--- src/rtl/ipv4_dotted_string_check_unit_defines.svh ---
// Assertion macros shared by the dotted IPv4 checker RTL.
// Depends on nothing; included by the files that carry assertions.
`ifndef IPV4_DOTTED_STRING_CHECK_UNIT_DEFINES_SVH
`define IPV4_DOTTED_STRING_CHECK_UNIT_DEFINES_SVH

// Same-cycle property, sampled on the rising clock edge, off during reset.
`define CHK_ALWAYS(lbl, clk, rst_n, prop, msg) \
    lbl: assert property (@(posedge clk) disable iff (!rst_n) (prop)) else $error(msg);

// Antecedent in one cycle implies consequent in the next cycle.
`define CHK_NEXT(lbl, clk, rst_n, ante, cons, msg) \
    lbl: assert property (@(posedge clk) disable iff (!rst_n) (ante) |=> (cons)) \
        else $error(msg);

`endif

--- src/rtl/ipv4chk_pkg.sv ---
// Types and constants for the dotted IPv4 string checker.
// No dependencies; imported by every module of the block.
`timescale 1ns / 1ps

package ipv4chk_pkg;

    localparam logic [7:0] C_CHAR_ZERO     = 8'h30;
    localparam logic [7:0] C_CHAR_NINE     = 8'h39;
    localparam logic [7:0] C_CHAR_DOT      = 8'h2E;
    localparam logic [7:0] C_MAX_VALUE     = 8'd255;
    localparam logic [1:0] C_MAX_DIGITS    = 2'd3;
    localparam logic [1:0] C_LAST_PART     = 2'd3;
    localparam logic [4:0] C_MAX_LEN       = 5'd15;
    localparam logic [4:0] C_COUNT_SAT     = 5'd16;

    // One input item as held in the input register.
    typedef struct packed {
        logic [7:0] text_byte;
        logic       end_marker;
    } t_item;

endpackage

--- src/rtl/ipv4chk_parse.sv ---
// Parser state and per-byte next-state logic of the dotted IPv4 checker.
// Depends on ipv4chk_pkg and the shared assertion macros header.
`timescale 1ns / 1ps
`include "ipv4_dotted_string_check_unit_defines.svh"

module ipv4chk_parse
    import ipv4chk_pkg::*;
(
    input  logic  i_clk,
    input  logic  i_rst_n,
    input  logic  i_fire,
    input  t_item i_item,
    output logic  o_verdict
);

    logic [1:0]  r_part_index, n_part_index;
    logic [1:0]  r_digits,     n_digits;
    logic [7:0]  r_part_value, n_part_value;
    logic [4:0]  r_byte_count, n_byte_count;
    logic        r_failed,     n_failed;

    logic        is_digit;
    logic [3:0]  digit_val;
    logic [11:0] acc_val;

    assign is_digit  = (i_item.text_byte >= C_CHAR_ZERO) && (i_item.text_byte <= C_CHAR_NINE);
    assign digit_val = i_item.text_byte[3:0];
    // part_value * 10 + digit, wide enough for 255 * 10 + 9
    assign acc_val   = {1'b0, r_part_value, 3'b000} + {3'b000, r_part_value, 1'b0}
                       + {8'd0, digit_val};

    assign o_verdict = !r_failed && (r_byte_count <= C_MAX_LEN)
                       && (r_part_index == C_LAST_PART) && (r_digits != 2'd0);

    always_comb begin
        n_part_index = r_part_index;
        n_digits     = r_digits;
        n_part_value = r_part_value;
        n_byte_count = r_byte_count;
        n_failed     = r_failed;
        if (i_item.end_marker) begin
            // verdict taken this cycle; start a fresh string
            n_part_index = '0;
            n_digits     = '0;
            n_part_value = '0;
            n_byte_count = '0;
            n_failed     = 1'b0;
        end else begin
            if (r_byte_count < C_COUNT_SAT) begin
                n_byte_count = r_byte_count + 5'd1;
            end
            if (!r_failed) begin
                if (is_digit) begin
                    if (r_digits >= C_MAX_DIGITS) begin
                        n_failed = 1'b1;
                    end else if (acc_val > {4'd0, C_MAX_VALUE}) begin
                        n_failed = 1'b1;
                    end else begin
                        n_part_value = acc_val[7:0];
                        n_digits     = r_digits + 2'd1;
                    end
                end else if (i_item.text_byte == C_CHAR_DOT) begin
                    if ((r_digits == 2'd0) || (r_part_index >= C_LAST_PART)) begin
                        n_failed = 1'b1;
                    end else begin
                        n_part_index = r_part_index + 2'd1;
                        n_digits     = '0;
                        n_part_value = '0;
                    end
                end else begin
                    n_failed = 1'b1;
                end
            end
        end
    end

    always_ff @(posedge i_clk) begin
        if (!i_rst_n) begin
            r_part_index <= '0;
            r_digits     <= '0;
            r_part_value <= '0;
            r_byte_count <= '0;
            r_failed     <= 1'b0;
        end else if (i_fire) begin
            r_part_index <= n_part_index;
            r_digits     <= n_digits;
            r_part_value <= n_part_value;
            r_byte_count <= n_byte_count;
            r_failed     <= n_failed;
        end
    end

    `CHK_NEXT(a_end_clears, i_clk, i_rst_n, i_fire && i_item.end_marker,
        (r_byte_count == 5'd0) && !r_failed && (r_part_index == 2'd0) && (r_digits == 2'd0),
        "end item did not clear parser state")
    `CHK_ALWAYS(a_count_sat, i_clk, i_rst_n, r_byte_count <= C_COUNT_SAT,
        "byte count ran past saturation")
    `CHK_ALWAYS(a_empty_part_zero, i_clk, i_rst_n, (r_digits != 2'd0) || (r_part_value == 8'd0),
        "part value nonzero with no digits")

endmodule

--- src/rtl/ipv4chk_out_stage.sv ---
// Result register of the dotted IPv4 checker: holds one verdict until taken.
// Depends on ipv4chk_pkg.
`timescale 1ns / 1ps

module ipv4chk_out_stage
    import ipv4chk_pkg::*;
(
    input  logic i_clk,
    input  logic i_rst_n,
    input  logic i_load,
    input  logic i_verdict,
    input  logic i_out_ready,
    output logic o_free,
    output logic o_out_valid,
    output logic o_address_valid
);

    logic r_valid;
    logic r_bit;

    assign o_free          = !r_valid || i_out_ready;
    assign o_out_valid     = r_valid;
    assign o_address_valid = r_bit;

    always_ff @(posedge i_clk) begin
        if (!i_rst_n) begin
            r_valid <= 1'b0;
        end else if (i_load) begin
            r_valid <= 1'b1;
        end else if (i_out_ready) begin
            r_valid <= 1'b0;
        end
    end

    always_ff @(posedge i_clk) begin
        if (i_load) begin
            r_bit <= i_verdict;
        end
    end

endmodule

--- src/rtl/ipv4_dotted_string_check_unit.sv ---
// Dotted IPv4 checker: an end item enters the input register; its verdict then goes to o_out_*.
// One item per cycle: data bytes every clock, end items only when the result register is free.
// Rate is set by the single parser state update between input and result registers.
// Synchronous active-low reset empties both registers and zeroes the parser state.
// Depends on ipv4chk_pkg, ipv4chk_parse, ipv4chk_out_stage and the macros header.
`timescale 1ns / 1ps
`include "ipv4_dotted_string_check_unit_defines.svh"

module ipv4_dotted_string_check_unit
    import ipv4chk_pkg::*;
(
    input  logic       i_clk,
    input  logic       i_rst_n,
    input  logic       i_in_valid,
    output logic       o_in_ready,
    input  logic [7:0] i_text_byte,
    input  logic       i_end_marker,
    output logic       o_out_valid,
    input  logic       i_out_ready,
    output logic       o_address_valid
);

    // Input register: one item waiting for the parser.
    logic  r_in_valid;
    t_item r_in_item;

    logic  out_free;
    logic  drain;
    logic  verdict;
    logic  out_load;

    // A data byte always drains; an end item drains only if the result
    // register can take its verdict in the same edge.
    assign drain      = r_in_valid && (!r_in_item.end_marker || out_free);
    assign out_load   = drain && r_in_item.end_marker;
    // Accept a new item when the input register is empty or the held one leaves this cycle.
    assign o_in_ready = !r_in_valid || drain;

    always_ff @(posedge i_clk) begin
        if (!i_rst_n) begin
            r_in_valid <= 1'b0;
        end else if (i_in_valid && o_in_ready) begin
            r_in_valid <= 1'b1;
        end else if (drain) begin
            r_in_valid <= 1'b0;
        end
    end

    // Payload: no reset needed, load on accept.
    always_ff @(posedge i_clk) begin
        if (i_in_valid && o_in_ready) begin
            r_in_item.text_byte  <= i_text_byte;
            r_in_item.end_marker <= i_end_marker;
        end
    end

    // Advance the parser state by the held item.
    ipv4chk_parse u_parse (
        .i_clk     (i_clk),
        .i_rst_n   (i_rst_n),
        .i_fire    (drain),
        .i_item    (r_in_item),
        .o_verdict (verdict)
    );

    // Hold the verdict until the consumer takes it.
    ipv4chk_out_stage u_out (
        .i_clk           (i_clk),
        .i_rst_n         (i_rst_n),
        .i_load          (out_load),
        .i_verdict       (verdict),
        .i_out_ready     (i_out_ready),
        .o_free          (out_free),
        .o_out_valid     (o_out_valid),
        .o_address_valid (o_address_valid)
    );

    `CHK_NEXT(a_end_gives_result, i_clk, i_rst_n, out_load, o_out_valid,
        "end item drained without a result")
    `CHK_ALWAYS(a_blocked_only_on_end, i_clk, i_rst_n,
        o_in_ready || (r_in_valid && r_in_item.end_marker && o_out_valid),
        "input stalled without a pending end item")
    `CHK_NEXT(a_data_no_result, i_clk, i_rst_n,
        drain && !r_in_item.end_marker && !o_out_valid, !o_out_valid,
        "data byte produced a result")

endmodule
--- config.mk ---
export PLATFORM = sky130hd
export DESIGN_NAME = ipv4_dotted_string_check_unit
export DESIGN_NICKNAME = d
export VERILOG_FILES = /design/src/rtl/ipv4chk_pkg.sv /design/src/rtl/ipv4chk_parse.sv /design/src/rtl/ipv4chk_out_stage.sv /design/src/rtl/ipv4_dotted_string_check_unit.sv
export VERILOG_INCLUDE_DIRS = /design/src /design/src/rtl
export SDC_FILE = /design/constraint.sdc
export NUM_CORES = 1
export LEC_CHECK = 0
export BUFFER_PORTS_ARGS = -buffer_cell sky130_fd_sc_hd__buf_2
export CORE_MARGIN = 2
export CORE_UTILIZATION = 48
export CTS_BUF_LIST = sky130_fd_sc_hd__clkbuf_8
export DETAILED_ROUTE_END_ITERATION = 10
export PLACE_DENSITY = 0.74
export SYNTH_ARGS = -nofsm -noshare
export SYNTH_HDL_FRONTEND = slang
export SYNTH_SLANG_ARGS = --single-unit
--- constraint.sdc ---
create_clock -name i_clk -period 2.75 [get_ports i_clk]
set_input_delay 0 -clock i_clk [delete_from_list [all_inputs] [get_ports i_clk]]
set_output_delay 0 -clock i_clk [all_outputs]
set_load 0.01 [all_outputs]
; After elaboration in Yosys (flattened, before gate mapping)
; Cells that the tools add are included.
[classes]
mux = 32
n_lt_le_gt_ge = 7
addsub = 5
n_reduce_logical = 25
eq_ne = 8
[op_table]
columns = op, count
row1 = $mux W8, 7
row2 = $mux W2, 12
row3 = $add A11 B9 Y12, 1
row4 = $add A12 B4 Y12, 1
row5 = $gt A12 B8 Y1 const B, 1
row6 = $mux W1, 11
row7 = $mux W5, 2
row8 = $reduce_bool A2 Y1, 5
row9 = $eq A8 B6 Y1 const B, 1
row10 = $ge A8 B6 Y1 const B, 1
row11 = $le A8 B6 Y1 const B, 1
row12 = $logic_and A1 B1 Y1, 7
row13 = $ne A2 B2 Y1 const B, 3
row14 = $ne A3 B3 Y1 const B, 2
row15 = $reduce_and A6 Y1, 1
row16 = $add A5 B1 Y5 const B, 1
row17 = $le A5 B4 Y1 const B, 1
row18 = $lt A5 B5 Y1 const B, 1
row19 = $reduce_and A5 Y1, 1
row20 = $add A2 B1 Y2 const B, 2
row21 = $ge A2 B2 Y1 const B, 2
row22 = $logic_not A1 Y1, 4
row23 = $logic_or A1 B1 Y1, 4
row24 = $ne A3 B2 Y1 const B, 1
row25 = 4 further kinds, 4
[totals]
elab_cells = 87
out_inout_bits = 3
inputBits = 13
reg_bits = 30

; Depth between registers and ports, before layout
[logic_depth]
ltp_word = 8
depth_mapped = 11

; By module
; A second synthesis with hierarchy kept.
[hier_totals]
cells_unflattened = 184
hier_area_um2 = 1840.5
[modules_own_cells]
columns = mod, area_per_inst_um2, instances, cells_per_inst
row1 = ipv4chk_parse, 1408.9, 1, 162
row2 = ipv4_dotted_string_check_unit, 352.8, 1, 17
row3 = ipv4chk_out_stage, 78.8, 1, 5

; Worst setup path before layout
; No wires, ideal clock.
[synth_timing]
kind = reg2reg
start = reg r_in_item[4] (netlist name)
end = reg u_parse.r_digits[1]
setup_slack_ps = -235
setup_time_ps = 117
arrival_ps = 2868
stages_incl_launch_ff = 11
required_time_ps = 2633
n_path_buf = 0
path_cell_list = edfxtp_1 > inv_1 > fa_1 > fa_1 > nor2b_4 > o31a_1 > or2_0 > o311a_4 > o31a_1 > o21a_1 > a32o_1
[synth_between]
elab_chain_cells = 5
[synth_lines]
columns = element, line
row1 = start: declaration, ipv4_dotted_string_check_unit.sv:25  ; t_item r_in_item;
row2 = "parallel branches: the longest is 5 deep, another holds $add A12 B4 Y12", -
row3 = end signal: assignment, ipv4chk_parse.sv:86  ; r_digits <= n_digits;
row4 = end: declaration, ipv4chk_parse.sv:17  ; logic [1:0] r_digits, n_digits;
; Several ways; the timed one is not identified. The select of a mux whose other input is x is not followed.
; A chain may end at the register's enable or synchronous reset.

; Worst setup path in the final report
[layout_timing]
start = reg r_in_item[4] (netlist name)
end = reg u_parse.r_part_value[0]
[layout_between]
elab_chain_cells = 5
[layout_lines]
columns = element, line
row1 = "parallel branches: the longest is 5 deep, another holds $add A12 B4 Y12", -
row2 = end signal: assignment, ipv4chk_parse.sv:87  ; r_part_value <= n_part_value;
row3 = end: declaration, ipv4chk_parse.sv:18  ; logic [7:0] r_part_value, n_part_value;
; Several ways; the timed one is not identified. The select of a mux whose other input is x is not followed.

==> load_flow_metrics.sql <==
INSERT INTO impl_metrics (metric_group, metric, value, unit) VALUES
('logic_synthesis', 'synth-edff-count', '10', ''),
('power', 'p_leak', '0.00107', 'uW'),
('final_layout', 'drive_above_1_share', '27.2', '%'),
('die', 'num_io_pins', '16', ''),
('setup_path', 'timing.setup.critical_path_class', 'reg -> reg', ''),
('drt', 'number_of_vias_after_detailed_routing', '1604', ''),
('setup_path', 'cp_slowest_stage_delay', '560', 'ps'),
('grt', 'grt_first_pass_wirelength', '6730', 'um'),
('setup_path', 'timing.critical_path.depth', '10', ''),
('timing', 'timing.slew.headroom', '51.1', '%'),
('logic_synthesis', 'synth-main-ff-cell', 'sky130_fd_sc_hd__dfxtp_1', ''),
('logic_synthesis', 'synth_compound_area_share', '22.1', '%'),
('power', 'report.power.total', '984', 'uW'),
('logic_synthesis', 'post_synth_inst_count', '194', ''),
('timing', 'worst_pin_slew', '726', 'ps'),
('drt', 'drc', '0', ''),
('logic_synthesis', 'synth.ff_latch_count', '30', ''),
('drt', 'drt_pass1_iterations', '4', ''),
('clocking', 'cts_tree', 'yes', ''),
('clocking', 'cts.path.max_buffers', '2', ''),
('drt', 'via_per_inst', '5.46', ''),
('grt', 'grt_pass1_vias', '1532', ''),
('logic_synthesis', 'synth_warnings', '0', ''),
('logic_synthesis', 'async_reset_ff_share', '0', '%'),
('setup_path', 'critPathCaptureType', 'flip-flop', ''),
('clocking', 'cts.clk_slew.worst_paths', '70', 'ps'),
('timing', 'setup_viol', '11', ''),
('setup_path', 'worst_r2r_start', 'r_in_item[4]$_DFFE_PP_', ''),
('setup_path', 'critical_path.slowest_cell', 'sky130_fd_sc_hd__fa_2', ''),
('grt', 'grt_remaining_overflow', '0', ''),
('timing', 'finalWorstSetupSlack', '-193', 'ps'),
('setup_path', 'timing.critical_path.from', 'r_in_item[4]$_DFFE_PP_', ''),
('timing', 'max_clock_freq', '340', 'MHz'),
('timing', 'timing_max_transition_violations_final', '0', ''),
('final_layout', 'antennaDiodeCount', '0', ''),
('setup_path', 'crit_fanout', '4', ''),
('setup_path', 'number_of_cells_traversed_by_the_worst_register_to_register_path', '10', ''),
('logic_synthesis', 'synth.avg_cell_area', '9.56', 'um^2'),
('logic_synthesis', 'synthAdderAreaFrac', '15.6', '%'),
('timing', 'min_period_over_period', '107', '%'),
('grt', 'all_layer_global_routing_usage', '20.3', '%'),
('timing', 'fin_worst_skew', '5.54', 'ps'),
('timing', 'hold_viol', '0', ''),
('final_layout', 'fillerInstances', '287', ''),
('place', 'port-buffer-count', '15', ''),
('final_layout', 'nets', '280', ''),
('setup_path', 'reg2reg_slack', '-190', 'ps'),
('clocking', 'cts_sinks', '30', ''),
('run_status', 'result_of_the_run', 'finished, violations left', ''),
('logic_synthesis', 'synth.cell_area', '1860', 'um^2'),
('die', 'core.rowCount', '22', ''),
('logic_synthesis', 'synthMuxAreaShare', '0.539', '%'),
('setup_path', 'worstPathBufferInverterCount', '1', ''),
('setup_path', 'critical_path.cell_chain', 'inv_2, fa_2, fa_2, nor2b_4, o31a_1, or2_0, o311a_4, o31a_1, o21a_1, a32o_1', ''),
('timing', 'rsz_0062_raised_after_global_routing', 'yes', ''),
('clocking', 'clk_root_buffer_cell', 'sky130_fd_sc_hd__clkbuf_8', ''),
('die', 'core_area', '3690', 'um^2'),
('timing', 'timing.final.crit_period', '2940', 'ps'),
('clocking', 'cts_max_level', '2', ''),
('logic_synthesis', 'synth_nets', '229', ''),
('logic_synthesis', 'synth.yosys.seq_area_share', '37.8', '%'),
('clocking', 'cts_buffers', '5', ''),
('final_layout', 'most-common-layout-cells', 'sky130_fd_sc_hd__buf_4 (21), sky130_fd_sc_hd__ha_1 (18), sky130_fd_sc_hd__dfxtp_1 (18)', ''),
('setup_path', 'crit_path_start_kind', 'flip-flop', ''),
('power', 'power_density', '403', 'nW/um^2'),
('hold_path', 'hp-class', 'in -> reg', ''),
('drt', 'routed_wire_length_per_instance', '14.2', 'um'),
('logic_synthesis', 'synth_cell_types', '46', ''),
('grt', 'grt_max_degree', '22', ''),
('die', 'die_height', '66.2', 'um'),
('run_status', 'failed_checks', 'negative setup slack', '');
kinds of logic (layout without fill, tap and decap cells):
family	after synthesis	count (layout)
buffers and inverters	18	70
adder cells (fa/ha/maj)	22	22
multiplexers	1	1
flip-flops	30	30
AND/OR/NAND/NOR	60	60
AO/OA/AOI/OAI	59	59
XOR/XNOR	4	4
worst min path at each step:
stage / endpoint / cells after the start
final: r_in_valid$_SDFFE_PN0P_ / 4
after global routing: r_in_valid$_SDFFE_PN0P_ / 4
after CTS: r_in_valid$_SDFFE_PN0P_ / 4
after detailed placement: r_in_item[3]$_DFFE_PP_ / 1
after global placement: r_in_item[6]$_DFFE_PP_ / 1
after floorplan: r_in_item[0]$_DFFE_PP_ / 0
cell usage after synthesis (2+ instances only):
| cell type | instances | area [um^2] |
|---|---|---|
| sky130_fd_sc_hd__dfxtp_1 | 20 | 400 |
| sky130_fd_sc_hd__ha_1 | 20 | 250 |
| sky130_fd_sc_hd__o21ai_0 | 15 | 75.1 |
| sky130_fd_sc_hd__inv_1 | 13 | 48.8 |
| sky130_fd_sc_hd__nor2_1 | 12 | 45.0 |
| sky130_fd_sc_hd__nand2_1 | 11 | 41.3 |
| sky130_fd_sc_hd__a21oi_1 | 10 | 50.1 |
| sky130_fd_sc_hd__edfxtp_1 | 10 | 300 |
| sky130_fd_sc_hd__nor2b_1 | 8 | 50.1 |
| sky130_fd_sc_hd__nor3_1 | 6 | 30.0 |
| sky130_fd_sc_hd__a21boi_1 | 5 | 37.5 |
| sky130_fd_sc_hd__nand3_1 | 5 | 25.0 |
| sky130_fd_sc_hd__clkbuf_1 | 4 | 15.0 |
| sky130_fd_sc_hd__nand2b_1 | 4 | 25.0 |
| sky130_fd_sc_hd__a21boi_0 | 3 | 22.5 |
| sky130_fd_sc_hd__a32o_1 | 3 | 30.0 |
| sky130_fd_sc_hd__o21a_1 | 3 | 22.5 |
| sky130_fd_sc_hd__a21o_1 | 2 | 15.0 |
| sky130_fd_sc_hd__a22oi_1 | 2 | 15.0 |
| sky130_fd_sc_hd__a31oi_1 | 2 | 12.5 |
| sky130_fd_sc_hd__and3_1 | 2 | 12.5 |
| sky130_fd_sc_hd__fa_1 | 2 | 40.0 |
| sky130_fd_sc_hd__nand3b_1 | 2 | 15.0 |
| sky130_fd_sc_hd__nand4_1 | 2 | 12.5 |
| sky130_fd_sc_hd__nor4b_1 | 2 | 17.5 |
| sky130_fd_sc_hd__o2111ai_1 | 2 | 17.5 |
| sky130_fd_sc_hd__o21ai_1 | 2 | 10.0 |
| sky130_fd_sc_hd__o31a_1 | 2 | 17.5 |
| sky130_fd_sc_hd__xnor2_1 | 2 | 17.5 |
| sky130_fd_sc_hd__xor2_1 | 2 | 17.5 |
registers in the layout, indices dropped and copies added (netlist names):
| name | cells |
|---|---|
| r_in_item | 9 |
| u_parse.r_digits | 2 |
| u_out.o_out_valid | 1 |
| u_parse.r_part_index | 2 |
| u_out.o_address_valid | 1 |
| u_parse.r_byte_count | 5 |
| r_in_valid | 1 |
| u_parse.r_part_value | 8 |
| u_parse.r_failed | 1 |
final cells by class:
type / instances / area [um^2] / area share, %
inverters: 13 / 48.8 / 2.00
flip-flops and latches: 30 / 703 / 28.8
repair buffers: 49 / 367 / 15.0
well taps: 48 / 60.1 / 2.46
clock inverters: 3 / 41.3 / 1.69
clock buffers: 5 / 68.8 / 2.82
multi-input cells: 146 / 1150 / 47.2
routing by layer:
layer	wire length, um	GRT usage [%]	part of all wire [%]
met1	2010	25.3	48
met4	58	5.36	1.4
met3	114	4.94	2.7
met5	0	0	0
met2	2000	35.0	48
through the flow:
stage | util, % | cell area (um^2) | setup TNS (ps) | cells | hold WS [ps]
after floorplan | - | 1870 | -167 | 194 | 98.9
final | 66.2 | 2440 | -1480 | 294 | 102
after global routing | 66.2 | 2440 | -2890 | 294 | 126
after global placement | 57.7 | 2130 | -1360 | 272 | 176
after detailed placement | 57.7 | 2130 | -1730 | 272 | 178
after CTS | 64.8 | 2390 | -1450 | 294 | 69.8
tightest hold or removal path, cell delays in order:
cell and delay [ps]:
sky130_fd_sc_hd__buf_2 90, sky130_fd_sc_hd__nor2b_1 60, sky130_fd_sc_hd__nand3_1 100, sky130_fd_sc_hd__a21boi_0 80
what timing repair did:
| item | 4_1_cts | 5_1_grt |
|---|---|---|
| endpoints found under the hold margin | 10 | 0 |
| resized for setup | 4 | 12 |
| pin swaps | 8 | 9 |
| setup buffers | 4 | 0 |
| cloned | 0 | 0 |
| setup endpoints to repair | 10 | 11 |
| hold buffers | 10 | 0 |
report_power, final:
| part | leakage [uW] | switching [uW] | total [uW] | internal (uW) |
|---|---|---|---|---|
| Clock | 0.0000556 | 161 | 428 | 266 |
| Combinational | 0.000754 | 38.1 | 76.1 | 37.9 |
| Sequential | 0.000261 | 9.15 | 480 | 471 |
| Total | 0.00107 | 209 | 984 | 775 |
No activity file was read; power rests on OpenSTA's default activity.
